## src/rtl/core/gwwl_pkg.sv

```systemverilog
// ----------------------------------------------------------------------------
// Greedy word wrap package
// Types, register indexes and sizing constants shared by the line breaker
// and its checker.
// ----------------------------------------------------------------------------
package gwwl_pkg;

	// Fixed field widths of the interface.
	localparam int unsigned CHAR_W      = 16;
	localparam int unsigned ADV_W       = 16;
	localparam int unsigned LINE_W      = 24;
	localparam int unsigned COUNT_W     = 16;
	localparam int unsigned SPACE_W     = 16;
	localparam int unsigned CFG_DATA_W  = 24;
	localparam int unsigned CFG_INDEX_W = 2;

	// Default parameter values.
	localparam int unsigned FRACTION_BITS_DEF = 6;
	localparam int unsigned WIDTH_BITS_DEF    = 24;

	// Result queue sizing: one character raises at most three records.
	localparam int unsigned MAX_RESULTS = 3;
	localparam int unsigned RES_DEPTH   = 4;
	localparam int unsigned RES_PTR_W   = 2;
	localparam int unsigned RES_CNT_W   = 3;

	// Character codes with a meaning of their own.
	localparam logic [CHAR_W-1:0] CHAR_SPACE   = 16'h0020;
	localparam logic [CHAR_W-1:0] CHAR_NEWLINE = 16'h000A;

	// Configuration register indexes.
	typedef enum logic [CFG_INDEX_W-1:0] {
		REG_SPACE_WIDTH    = 2'd0,
		REG_MAX_LINE_WIDTH = 2'd1,
		REG_MAX_LINE_COUNT = 2'd2
	} cfg_reg_t;

	// Record kinds.
	typedef enum logic {
		KIND_LINE    = 1'b0,
		KIND_SUMMARY = 1'b1
	} rec_kind_t;

	typedef struct packed {
		logic [CHAR_W-1:0] char_code;
		logic [ADV_W-1:0]  advance;
		logic              last_char;
	} char_item_t;

	typedef struct packed {
		rec_kind_t          record_kind;
		logic [LINE_W-1:0]  line_width;
		logic [COUNT_W-1:0] line_chars;
		logic               last_result;
	} rec_item_t;

endpackage

```

## src/rtl/core/greedy_word_wrap_line_breaker.sv

```systemverilog
// ----------------------------------------------------------------------------
// Greedy word wrap line breaker
// Streams UTF-16 characters with fixed-point advances and emits line records
// and a closing summary for each string.
// ----------------------------------------------------------------------------
//
//  Channel   Signals                           Direction  Carries
//  --------  --------------------------------  ---------  -----------------------
//  char      char_valid / char_ready / item    in         one character request
//  rec       rec_valid / rec_ready / item      out        one line or summary
//  cfg       cfg_we / cfg_index / cfg_wdata    in         register write
//
// One character is taken per clock while char_ready is high. All state updates
// happen in the cycle the request is accepted; the records it raises (none to
// three) are written into a four-entry result queue, which drains one record per
// clock of rec_ready. char_ready is high whenever the queue holds at most one
// record, so a stream of characters raising at most one record each runs at full
// rate. Reset is asynchronous and returns registers to their documented defaults.
// A stalled output only holds the input off once two records are waiting.
//
module greedy_word_wrap_line_breaker #(
	parameter int unsigned FRACTION_BITS = gwwl_pkg::FRACTION_BITS_DEF,
	parameter int unsigned WIDTH_BITS    = gwwl_pkg::WIDTH_BITS_DEF
) (
	input  logic                                clk,
	input  logic                                arst_n,
	input  logic                                char_valid,
	output logic                                char_ready,
	input  gwwl_pkg::char_item_t                char_item,
	output logic                                rec_valid,
	input  logic                                rec_ready,
	output gwwl_pkg::rec_item_t                 rec_item,
	input  logic                                cfg_we,
	input  logic [gwwl_pkg::CFG_INDEX_W-1:0]    cfg_index,
	input  logic [gwwl_pkg::CFG_DATA_W-1:0]     cfg_wdata
);

	localparam int unsigned WB     = WIDTH_BITS;
	localparam int unsigned LW     = gwwl_pkg::LINE_W;
	localparam int unsigned CW     = gwwl_pkg::COUNT_W;
	// Width in which line widths and the 24-bit limit are compared.
	localparam int unsigned EXT_W  = (WB > LW) ? WB : LW;
	localparam logic [WB-1:0] WIDTH_SAT = {WB{1'b1}};
	localparam logic [gwwl_pkg::SPACE_W-1:0] SPACE_RESET =
		gwwl_pkg::SPACE_W'(4 << FRACTION_BITS);
	localparam int unsigned READY_LIMIT = gwwl_pkg::RES_DEPTH - gwwl_pkg::MAX_RESULTS;

	// Configuration registers.
	logic [gwwl_pkg::SPACE_W-1:0] space_width_q;
	logic [LW-1:0]                max_line_width_q;
	logic [CW-1:0]                max_line_count_q;

	// Per-string state.
	logic [WB-1:0] current_width_q;
	logic [WB-1:0] word_width_q;
	logic [WB-1:0] widest_line_q;
	logic [CW-1:0] char_position_q;
	logic [CW-1:0] line_start_q;
	logic [CW-1:0] word_start_q;
	logic [CW-1:0] chars_on_line_q;
	logic [CW-1:0] lines_so_far_q;
	logic [gwwl_pkg::CHAR_W-1:0] previous_char_q;

	// Result queue.
	gwwl_pkg::rec_item_t                res_mem [gwwl_pkg::RES_DEPTH];
	logic [gwwl_pkg::RES_PTR_W-1:0]     wr_ptr_q;
	logic [gwwl_pkg::RES_PTR_W-1:0]     rd_ptr_q;
	logic [gwwl_pkg::RES_CNT_W-1:0]     count_q;

	logic accept;
	logic pop;

	// Character step signals.
	logic [gwwl_pkg::CHAR_W-1:0] c;
	logic [WB-1:0]               size;
	logic                        is_newline;
	logic                        prev_is_space;
	logic                        cur_is_graph;
	logic                        word_begin;
	logic [CW-1:0]               word_start;
	logic [WB-1:0]               word_base;
	logic [WB:0]                 cw_sum;
	logic [WB:0]                 ww_sum;
	logic [WB-1:0]               cw1;
	logic [WB-1:0]               ww1;
	logic [CW-1:0]               inc_chars;
	logic                        multi;
	logic                        exceeds;
	logic                        can_break;
	logic                        brk_line;
	logic                        brk_word;
	logic                        broke;
	logic [CW-1:0]               next_chars;
	logic [WB-1:0]               kept;
	logic [WB-1:0]               brk_width;
	logic [CW-1:0]               brk_chars;
	logic [WB-1:0]               widest1;
	logic [WB-1:0]               cw2;
	logic [CW-1:0]               chars2;
	logic [CW-1:0]               lines2;
	logic [WB-1:0]               widest3;
	logic                        emit_final;
	logic                        emit_summary;
	logic [EXT_W-1:0]            ext_cw1;
	logic [EXT_W-1:0]            ext_limit;
	logic [EXT_W-1:0]            ext_brk;
	logic [EXT_W-1:0]            ext_cw2;
	logic [EXT_W-1:0]            ext_widest;

	gwwl_pkg::rec_item_t rec_brk;
	gwwl_pkg::rec_item_t rec_final;
	gwwl_pkg::rec_item_t rec_summary;
	logic [gwwl_pkg::RES_PTR_W-1:0] ptr_final;
	logic [gwwl_pkg::RES_PTR_W-1:0] ptr_summary;
	logic [1:0]                     push_count;

	assign accept     = char_valid && char_ready;
	assign pop        = rec_valid && rec_ready;
	assign char_ready = (count_q <= gwwl_pkg::RES_CNT_W'(READY_LIMIT));
	assign rec_valid  = (count_q != '0);
	assign rec_item   = res_mem[rd_ptr_q];

	// ---------------------------------------------------------------------
	// Character step: the whole per-character update in one pass.
	// ---------------------------------------------------------------------
	always_comb begin
		c          = char_item.char_code;
		is_newline = (c == gwwl_pkg::CHAR_NEWLINE);
		if (c == gwwl_pkg::CHAR_SPACE) begin
			size = WB'(space_width_q);
		end else if (is_newline) begin
			size = '0;
		end else begin
			size = WB'(char_item.advance);
		end

		// Word boundaries use ASCII classes only.
		cur_is_graph  = (c >= 16'h0021) && (c <= 16'h007E);
		prev_is_space = (previous_char_q == gwwl_pkg::CHAR_SPACE) ||
		                ((previous_char_q >= 16'h0009) && (previous_char_q <= 16'h000D));
		word_begin    = cur_is_graph && prev_is_space;
		word_start    = word_begin ? char_position_q : word_start_q;
		word_base     = word_begin ? '0 : word_width_q;

		// Saturating width sums.
		cw_sum = {1'b0, current_width_q} + {1'b0, size};
		ww_sum = {1'b0, word_base} + {1'b0, size};
		cw1    = cw_sum[WB] ? WIDTH_SAT : cw_sum[WB-1:0];
		ww1    = ww_sum[WB] ? WIDTH_SAT : ww_sum[WB-1:0];

		inc_chars = chars_on_line_q + CW'(1);
		multi     = (word_start != line_start_q);
		ext_cw1   = EXT_W'(cw1);
		ext_limit = EXT_W'(max_line_width_q);
		exceeds   = (ext_cw1 > ext_limit);
		can_break = (lines_so_far_q < max_line_count_q);

		// A newline or a lone overlong word breaks after this character;
		// an overflow with several words breaks before the current word.
		brk_line = can_break && (is_newline || (exceeds && !multi));
		brk_word = can_break && !brk_line && exceeds && multi;
		broke    = brk_line || brk_word;

		next_chars = (char_position_q - word_start) + CW'(1);
		kept       = (cw1 > ww1) ? (cw1 - ww1) : '0;
		brk_width  = brk_line ? cw1 : kept;
		brk_chars  = brk_line ? inc_chars : (inc_chars - next_chars);
		widest1    = (broke && (brk_width > widest_line_q)) ? brk_width : widest_line_q;

		if (brk_line) begin
			cw2    = '0;
			chars2 = '0;
		end else if (brk_word) begin
			cw2    = ww1;
			chars2 = next_chars;
		end else begin
			cw2    = cw1;
			chars2 = inc_chars;
		end
		lines2 = broke ? (lines_so_far_q + CW'(1)) : lines_so_far_q;

		widest3      = (cw2 > widest1) ? cw2 : widest1;
		emit_summary = char_item.last_char;
		emit_final   = char_item.last_char && (lines2 > CW'(1));

		ext_brk    = EXT_W'(brk_width);
		ext_cw2    = EXT_W'(cw2);
		ext_widest = EXT_W'(widest3);

		rec_brk.record_kind     = gwwl_pkg::KIND_LINE;
		rec_brk.line_width      = ext_brk[LW-1:0];
		rec_brk.line_chars      = brk_chars;
		rec_brk.last_result     = !char_item.last_char;

		rec_final.record_kind   = gwwl_pkg::KIND_LINE;
		rec_final.line_width    = ext_cw2[LW-1:0];
		rec_final.line_chars    = chars2;
		rec_final.last_result   = 1'b0;

		rec_summary.record_kind = gwwl_pkg::KIND_SUMMARY;
		rec_summary.line_width  = ext_widest[LW-1:0];
		rec_summary.line_chars  = lines2;
		rec_summary.last_result = 1'b1;

		// Records are packed into consecutive queue slots.
		ptr_final   = wr_ptr_q + gwwl_pkg::RES_PTR_W'(broke);
		ptr_summary = ptr_final + gwwl_pkg::RES_PTR_W'(emit_final);
		push_count  = 2'(broke) + 2'(emit_final) + 2'(emit_summary);
	end

	// ---------------------------------------------------------------------
	// Configuration registers.
	// ---------------------------------------------------------------------
	always_ff @(posedge clk or negedge arst_n) begin
		if (!arst_n) begin
			space_width_q    <= SPACE_RESET;
			max_line_width_q <= {LW{1'b1}};
			max_line_count_q <= {CW{1'b1}};
		end else if (cfg_we) begin
			unique case (cfg_index)
				gwwl_pkg::REG_SPACE_WIDTH:    space_width_q    <= cfg_wdata[gwwl_pkg::SPACE_W-1:0];
				gwwl_pkg::REG_MAX_LINE_WIDTH: max_line_width_q <= cfg_wdata[LW-1:0];
				gwwl_pkg::REG_MAX_LINE_COUNT: max_line_count_q <= cfg_wdata[CW-1:0];
				default: ;
			endcase
		end
	end

	// ---------------------------------------------------------------------
	// Per-string state. The last character of a string returns everything
	// to its reset value so that the next character opens a new string.
	// ---------------------------------------------------------------------
	always_ff @(posedge clk or negedge arst_n) begin
		if (!arst_n) begin
			current_width_q <= '0;
			word_width_q    <= '0;
			widest_line_q   <= '0;
			char_position_q <= '0;
			line_start_q    <= '0;
			word_start_q    <= '0;
			chars_on_line_q <= '0;
			lines_so_far_q  <= CW'(1);
			previous_char_q <= '0;
		end else if (accept) begin
			if (char_item.last_char) begin
				current_width_q <= '0;
				word_width_q    <= '0;
				widest_line_q   <= '0;
				char_position_q <= '0;
				line_start_q    <= '0;
				word_start_q    <= '0;
				chars_on_line_q <= '0;
				lines_so_far_q  <= CW'(1);
				previous_char_q <= '0;
			end else begin
				current_width_q <= cw2;
				widest_line_q   <= widest1;
				char_position_q <= char_position_q + CW'(1);
				chars_on_line_q <= chars2;
				lines_so_far_q  <= lines2;
				previous_char_q <= c;
				if (broke) begin
					line_start_q <= char_position_q + CW'(1);
					word_start_q <= char_position_q + CW'(1);
					word_width_q <= '0;
				end else begin
					word_start_q <= word_start;
					word_width_q <= ww1;
				end
			end
		end
	end

	// ---------------------------------------------------------------------
	// Result queue.
	// ---------------------------------------------------------------------
	always_ff @(posedge clk) begin
		for (int i = 0; i < gwwl_pkg::RES_DEPTH; i++) begin
			if (accept) begin
				if (broke && (wr_ptr_q == gwwl_pkg::RES_PTR_W'(i))) begin
					res_mem[i] <= rec_brk;
				end
				if (emit_final && (ptr_final == gwwl_pkg::RES_PTR_W'(i))) begin
					res_mem[i] <= rec_final;
				end
				if (emit_summary && (ptr_summary == gwwl_pkg::RES_PTR_W'(i))) begin
					res_mem[i] <= rec_summary;
				end
			end
		end
	end

	always_ff @(posedge clk or negedge arst_n) begin
		if (!arst_n) begin
			wr_ptr_q <= '0;
			rd_ptr_q <= '0;
			count_q  <= '0;
		end else begin
			if (accept) begin
				wr_ptr_q <= wr_ptr_q + gwwl_pkg::RES_PTR_W'(push_count);
			end
			if (pop) begin
				rd_ptr_q <= rd_ptr_q + gwwl_pkg::RES_PTR_W'(1);
			end
			count_q <= count_q
			         + (accept ? gwwl_pkg::RES_CNT_W'(push_count) : '0)
			         - gwwl_pkg::RES_CNT_W'(pop);
		end
	end

endmodule

```

## config.mk

```make
export PLATFORM = sky130hd
export DESIGN_NAME = greedy_word_wrap_line_breaker
export DESIGN_NICKNAME = d
export VERILOG_FILES = /design/src/rtl/core/gwwl_pkg.sv /design/src/rtl/core/greedy_word_wrap_line_breaker.sv
export SDC_FILE = /design/constraint.sdc
export NUM_CORES = 1
export LEC_CHECK = 0
export ABC_AREA = 1
export BUFFER_PORTS_ARGS = -buffer_cell sky130_fd_sc_hd__buf_4
export CORE_ASPECT_RATIO = 1.25
export CORE_MARGIN = 10
export CORE_UTILIZATION = 35
export CTS_CLUSTER_SIZE = 20
export DETAILED_ROUTE_END_ITERATION = 10
export PLACE_DENSITY = 0.53
export SLEW_MARGIN = 25
export SYNTH_ARGS = -nofsm -noshare
export SYNTH_HDL_FRONTEND = slang
export SYNTH_SLANG_ARGS = --single-unit
```

## constraint.sdc

```tcl
create_clock -name clk -period 9.65 [get_ports clk]
set_input_delay 1.4475 -clock clk [delete_from_list [all_inputs] [get_ports clk]]
set_output_delay 1.4475 -clock clk [all_outputs]
set_load 0.02 [all_outputs]
```

======== Yosys cells after proc, flatten, opt, wreduce, memory -nomap -nowiden ========
Memory sizes are Yosys's and may differ from the RTL's.
Index checks and enable logic that the tools add are counted.
word-level totals
  RAM bits ................................ 168
  register bits ........................... 231
  memories ................................ 1
  input bits .............................. 64
cells by class
  mux-type cells .......................... 73
  bitwise gates (word level) .............. 8
  order comparisons ....................... 11
  add/subtract/negate cells ............... 17
  equality and inequality tests ........... 15
  reductions and logical operators ........ 40
memories
  memory   words  width  rd ports  clocked after memory_dff  wr ports  line                                 RTL
  res_mem  4      42     1         0                         4         greedy_word_wrap_line_breaker.sv:65  gwwl_pkg::rec_item_t res_mem [gwwl_pkg::RES_DEPTH];
operators by type and width
  cell                                                                                   count
  24-bit two-way mux                                                                     14
  42-bit two-way mux                                                                     8
  16-bit two-way mux                                                                     14
  24-bit greater-than comparator                                                         4
  16-bit by 1-bit adder with 16-bit output (second input constant)                       4
  24-bit by 24-bit adder with 25-bit output                                              2
  1-bit two-way mux                                                                      36
  16-bit by 6-bit == test with 1-bit output (second input constant)                      2
  16-bit subtractor                                                                      2
  1-bit logical AND                                                                      24
  24-bit subtractor                                                                      1
  16-bit by 4-bit == test with 1-bit output (second input constant)                      1
  16-bit by 4-bit greater-or-equal comparator with 1-bit output (second input constant)  1
  16-bit by 6-bit greater-or-equal comparator with 1-bit output (second input constant)  1
  16-bit by 1-bit greater-than comparator with 1-bit output (second input constant)      1
  16-bit by 4-bit less-or-equal comparator with 1-bit output (second input constant)     1
  16-bit by 7-bit less-or-equal comparator with 1-bit output (second input constant)     1
  16-bit less-than comparator                                                            1
  16-bit inequality test                                                                 1
  2-bit == test (second input constant)                                                  7
  2-bit by 1-bit == test with 1-bit output (second input constant)                       4
  2-bit logical NOT                                                                      4
  1-bit OR                                                                               8
  2-bit AND reduction                                                                    4
  12 further kinds                                                                       18

======== Longest topological paths before layout ========
  word-level depth ........................ 25
  gate-level depth with buffers ........... 71

======== Worst setup path after synthesis ========
Ideal clock, no wire load.
  kind .................................... input to register
  start point ............................. input port char_item[23] in the netlist's numbering
  end point ............................... memory res_mem[2][36] in the netlist's numbering (data pin)
  cell stages on the path ................. 65
  setup time .............................. 254 ps
  data required time ...................... 9396 ps
  data arrival time ....................... 10737 ps
  slack ................................... -1342 ps
  path buffers ............................ 6
  cells stage by stage .................... nor2_2 > nand2_1 > o21bai_2 > nand3_1 > buf_4 > clkbuf_1 > nand2_1 > inv_1 > ha_1 > inv_1 > fa_1 > o21ai_0 > nand3_1 > nand2_1 > nand3_1 > nand2_1 > nand3_1 > o2111ai_1 > [... 29 more ...] > nand2_1 > a21boi_1 > ha_1 > a21oi_1 > nor2_1 > a211oi_1 > o211ai_1 > nand2_1 > o2111ai_1 > a31oi_1 > a31oi_1 > inv_1 > clkbuf_1 > nand3_1 > nand2_1 > nor2_1 > nor2_1 > nand2_1
RTL lines
  item             line                                 RTL
  start, declared  greedy_word_wrap_line_breaker.sv:29  input gwwl_pkg::char_item_t char_item,
  end, declared    greedy_word_wrap_line_breaker.sv:65

==> impl_results.md <==
- Status: complete, no violations
- Most common cell after layout, fill and taps aside: nand2_1
- Post-synthesis cell count: 4069
- Worst Path Arrival: 9.98 ns
- CP max stage cell: or3b_4
- CP Launch Type: primary input
- Fin nets: about 4900
- Sequential fraction of the synthesis area: 36.7%
- Gpl congestion: 0.912
- Post-placement setup slack: -1.88 ns
- Hold_ws: 0.474 ns
- Share of cells above drive strength 1: 24.8%
- CTS sink cnt: 399
- Synth cell types: 58
- Commonest cells after routing, fill and taps aside: 996 x nand2_1, 638 x buf_4, 443 x inv_1, 302 x nand3_1, 276 x o21ai_0
- Syn Nets: 4337
- Gr ovfl total: 0
- Post-route ant nets: 0
- CTS buffer count: between 40 and 50
- Skew final: 0.0226 ns
- Worst reg-to-reg setup slack: ~0.6 ns
- Min Tclk post-route: 9.61 ns
- CP Capture Type: flop
- Syn-to-layout area delta: 31.3%
- YS warnings: 0
- Critical Path Max Stage Delay: 0.48 ns
- Slew @ Worst Pin: 1.03 ns
- DRC: 0
- Routed vias/inst: 5.22
- Die W: 280 um
- CP Max Fanout: 8
- Final setup fails: 0
- Peak Freq: 104 MHz
- Final period util: ~100%
- Vias in the first global route: just under 30000
- Synth Flop Type: dfrtp_1
- CTS tree: yes
- Routed WL: between 100000 and 150000 um
- First-pass GRT wire length: ~170000 um
- Largest net degree at the start of global routing: between 100 and 150
- Placed instance count: 5599
- Hold buffers post-CTS: 0
- Setup CP Type: in -> reg
- Initial DRC count: 2132
- CTS clock-pin slew for the worst setup and hold paths: 0.06 ns
- Clk Latency, worst-skew pair: just over 0.6 ns
- Async S/R FF share, synth: 57.9%
- Area leader, netlist: edfxtp_1
- RSZ-0062 raised after global routing: true
- Max Cap Viol: 0
- Mean Syn Cell Area: about 7.3 sq um
- Seq cells post-synth: approximately 400
- Rel. slew slack: 31.6%
- Core area: 84100 sq um
- Cell Area, Synth: 29600 sq um
- Clock Root Buffer: clkbuf_16
- CP required: 10.02 ns
- Die Y: 345 um
- Final hold viol count: 0
- Share of the synthesized area in the top cell type: between 15 and 20%
- Via count: 29900
- Die ar.: 96700 sq um
- Total track usage: 22.6%
- CP dominant cell by count: buf_4
- HPWL after detailed placement: 80900 um
- Worst Setup Slack, final: slightly above 0.04 ns
- DRT Pass-1 Iters: 6
- Max Transition Viols Final: 0
- Initial antenna violation count: 1
- I/O Buffers: 107
- HP Class: reg -> reg
- CTS Buffer Depth: 3
- Fin util: between 40% and 50%
- Synth area leaders: edfxtp_1 17%, dfrtp_1 16%, nand2_1 14%
- Row cnt: between 100 and 150
- CTS H-tree depth: 2
- Drt wl/cell: 19.6 um
- Starting density of the core: between 30% and 40%
- EDFF count, synth: around 170
- Finished Layout Cells: 5729
- Io pins: 108
- N_diodes: 0
==> cell families after synthesis <==
family	synth area share, %
xor+xnor	3.08
simple gates	27.4
compound gates	14.5
buf+inv	9.42
fa+ha+maj	8.80
mux	0.0676
flops	36.7
==> cells in the mapped netlist, drive strengths merged, types with 42 or more instances <==
cell	instances
nand2	1097
ha	197
o21ai	355
dfstp	42
inv	480
o22ai	164
nand3	327
buf	68
edfxtp	168
nand4	126
dfrtp	189
a21oi	156
nor2	279
clkbuf	141
xor2	71
==> state kept, by name, summed over array words and instances, names as in the netlist <==
signal,flops
res_mem,168
current_width_q,24
ext_limit,24
widest_line_q,24
word_width_q,24
char_position_q,16
chars_on_line_q,16
line_start_q,16
lines_so_far_q,16
max_line_count_q,16
previous_char_q,16
space_width_q,16
word_start_q,16
count_q,3
rd_ptr_q,2
wr_ptr_q,2
==> cell type report <==
| cell class | count | area [sq um] |
|---|---|---|
| Clock buffer | 56 | 1320 |
| Inverter | 485 | 1850 |
| Tap cell | 1089 | 1360 |
| Fill cell | 8349 | 45300 |
| Multi-Input combinational cell | 2976 | 17400 |
| Sequential cell | 399 | 10900 |
| Timing Repair Buffer | 697 | 5810 |
| Clock inverter | 27 | 280 |
==> worst max-delay path: cells and delay by family <==
| family | cells | cell delay, ns |
|---|---|---|
| adder cells (fa/ha/maj) | 4 | 1.11 |
| buffers and inverters | 16 | 2.11 |
| AND/OR/NAND/NOR | 28 | 3.52 |
| AO/OA/AOI/OAI | 12 | 1.73 |
==> routing by layer <==
| layer | track usage [%] | vias up | routed length (um) |
|---|---|---|---|
| li1 | - | 14700 | - |
| met1 | 29.8 | 14000 | 49600 |
| met5 | 0 | - | 10 |
| met4 | 7.05 | 2 | 3280 |
| met3 | 3.25 | 185 | 6590 |
| met2 | 37.5 | 936 | 53000 |
==> worst paths after layout <==
check,cells after the start,startpoint,end
max,60,char_item[20],res_mem[0][17]
min,1,count_q[2],count_q[2]
max reg2reg,58,previous_char_q[9],res_mem[0][17]
min reg2reg,1,count_q[2],count_q[2]
max in group asynchronous,2,arst_n,line_start_q[2]
min in group asynchronous,1,arst_n,current_width_q[16]
==> through the flow <==
| stage | TNS (ns) | instance area [sq um] |
|---|---|---|
| floorplan | 0 | 29800 |
| global placement | -191.17 | 35500 |
| detailed placement | -217.45 | 35500 |
| CTS | -0.000156 | 37800 |
| global route | -35.80 | 38900 |
| finish | 0 | 38900 |
==> repair_timing <==
action / CTS / global route
cloned: 2 / 4
setup endpoints to repair: 96 / 96
buffers inserted: 26 / 15
pin swaps: 51 / 102
resized for setup: 130 / 232
Power is left out: the tool's default activity adds up to more than one toggle a clock period on the data nets, which glitch-free logic cannot reach.
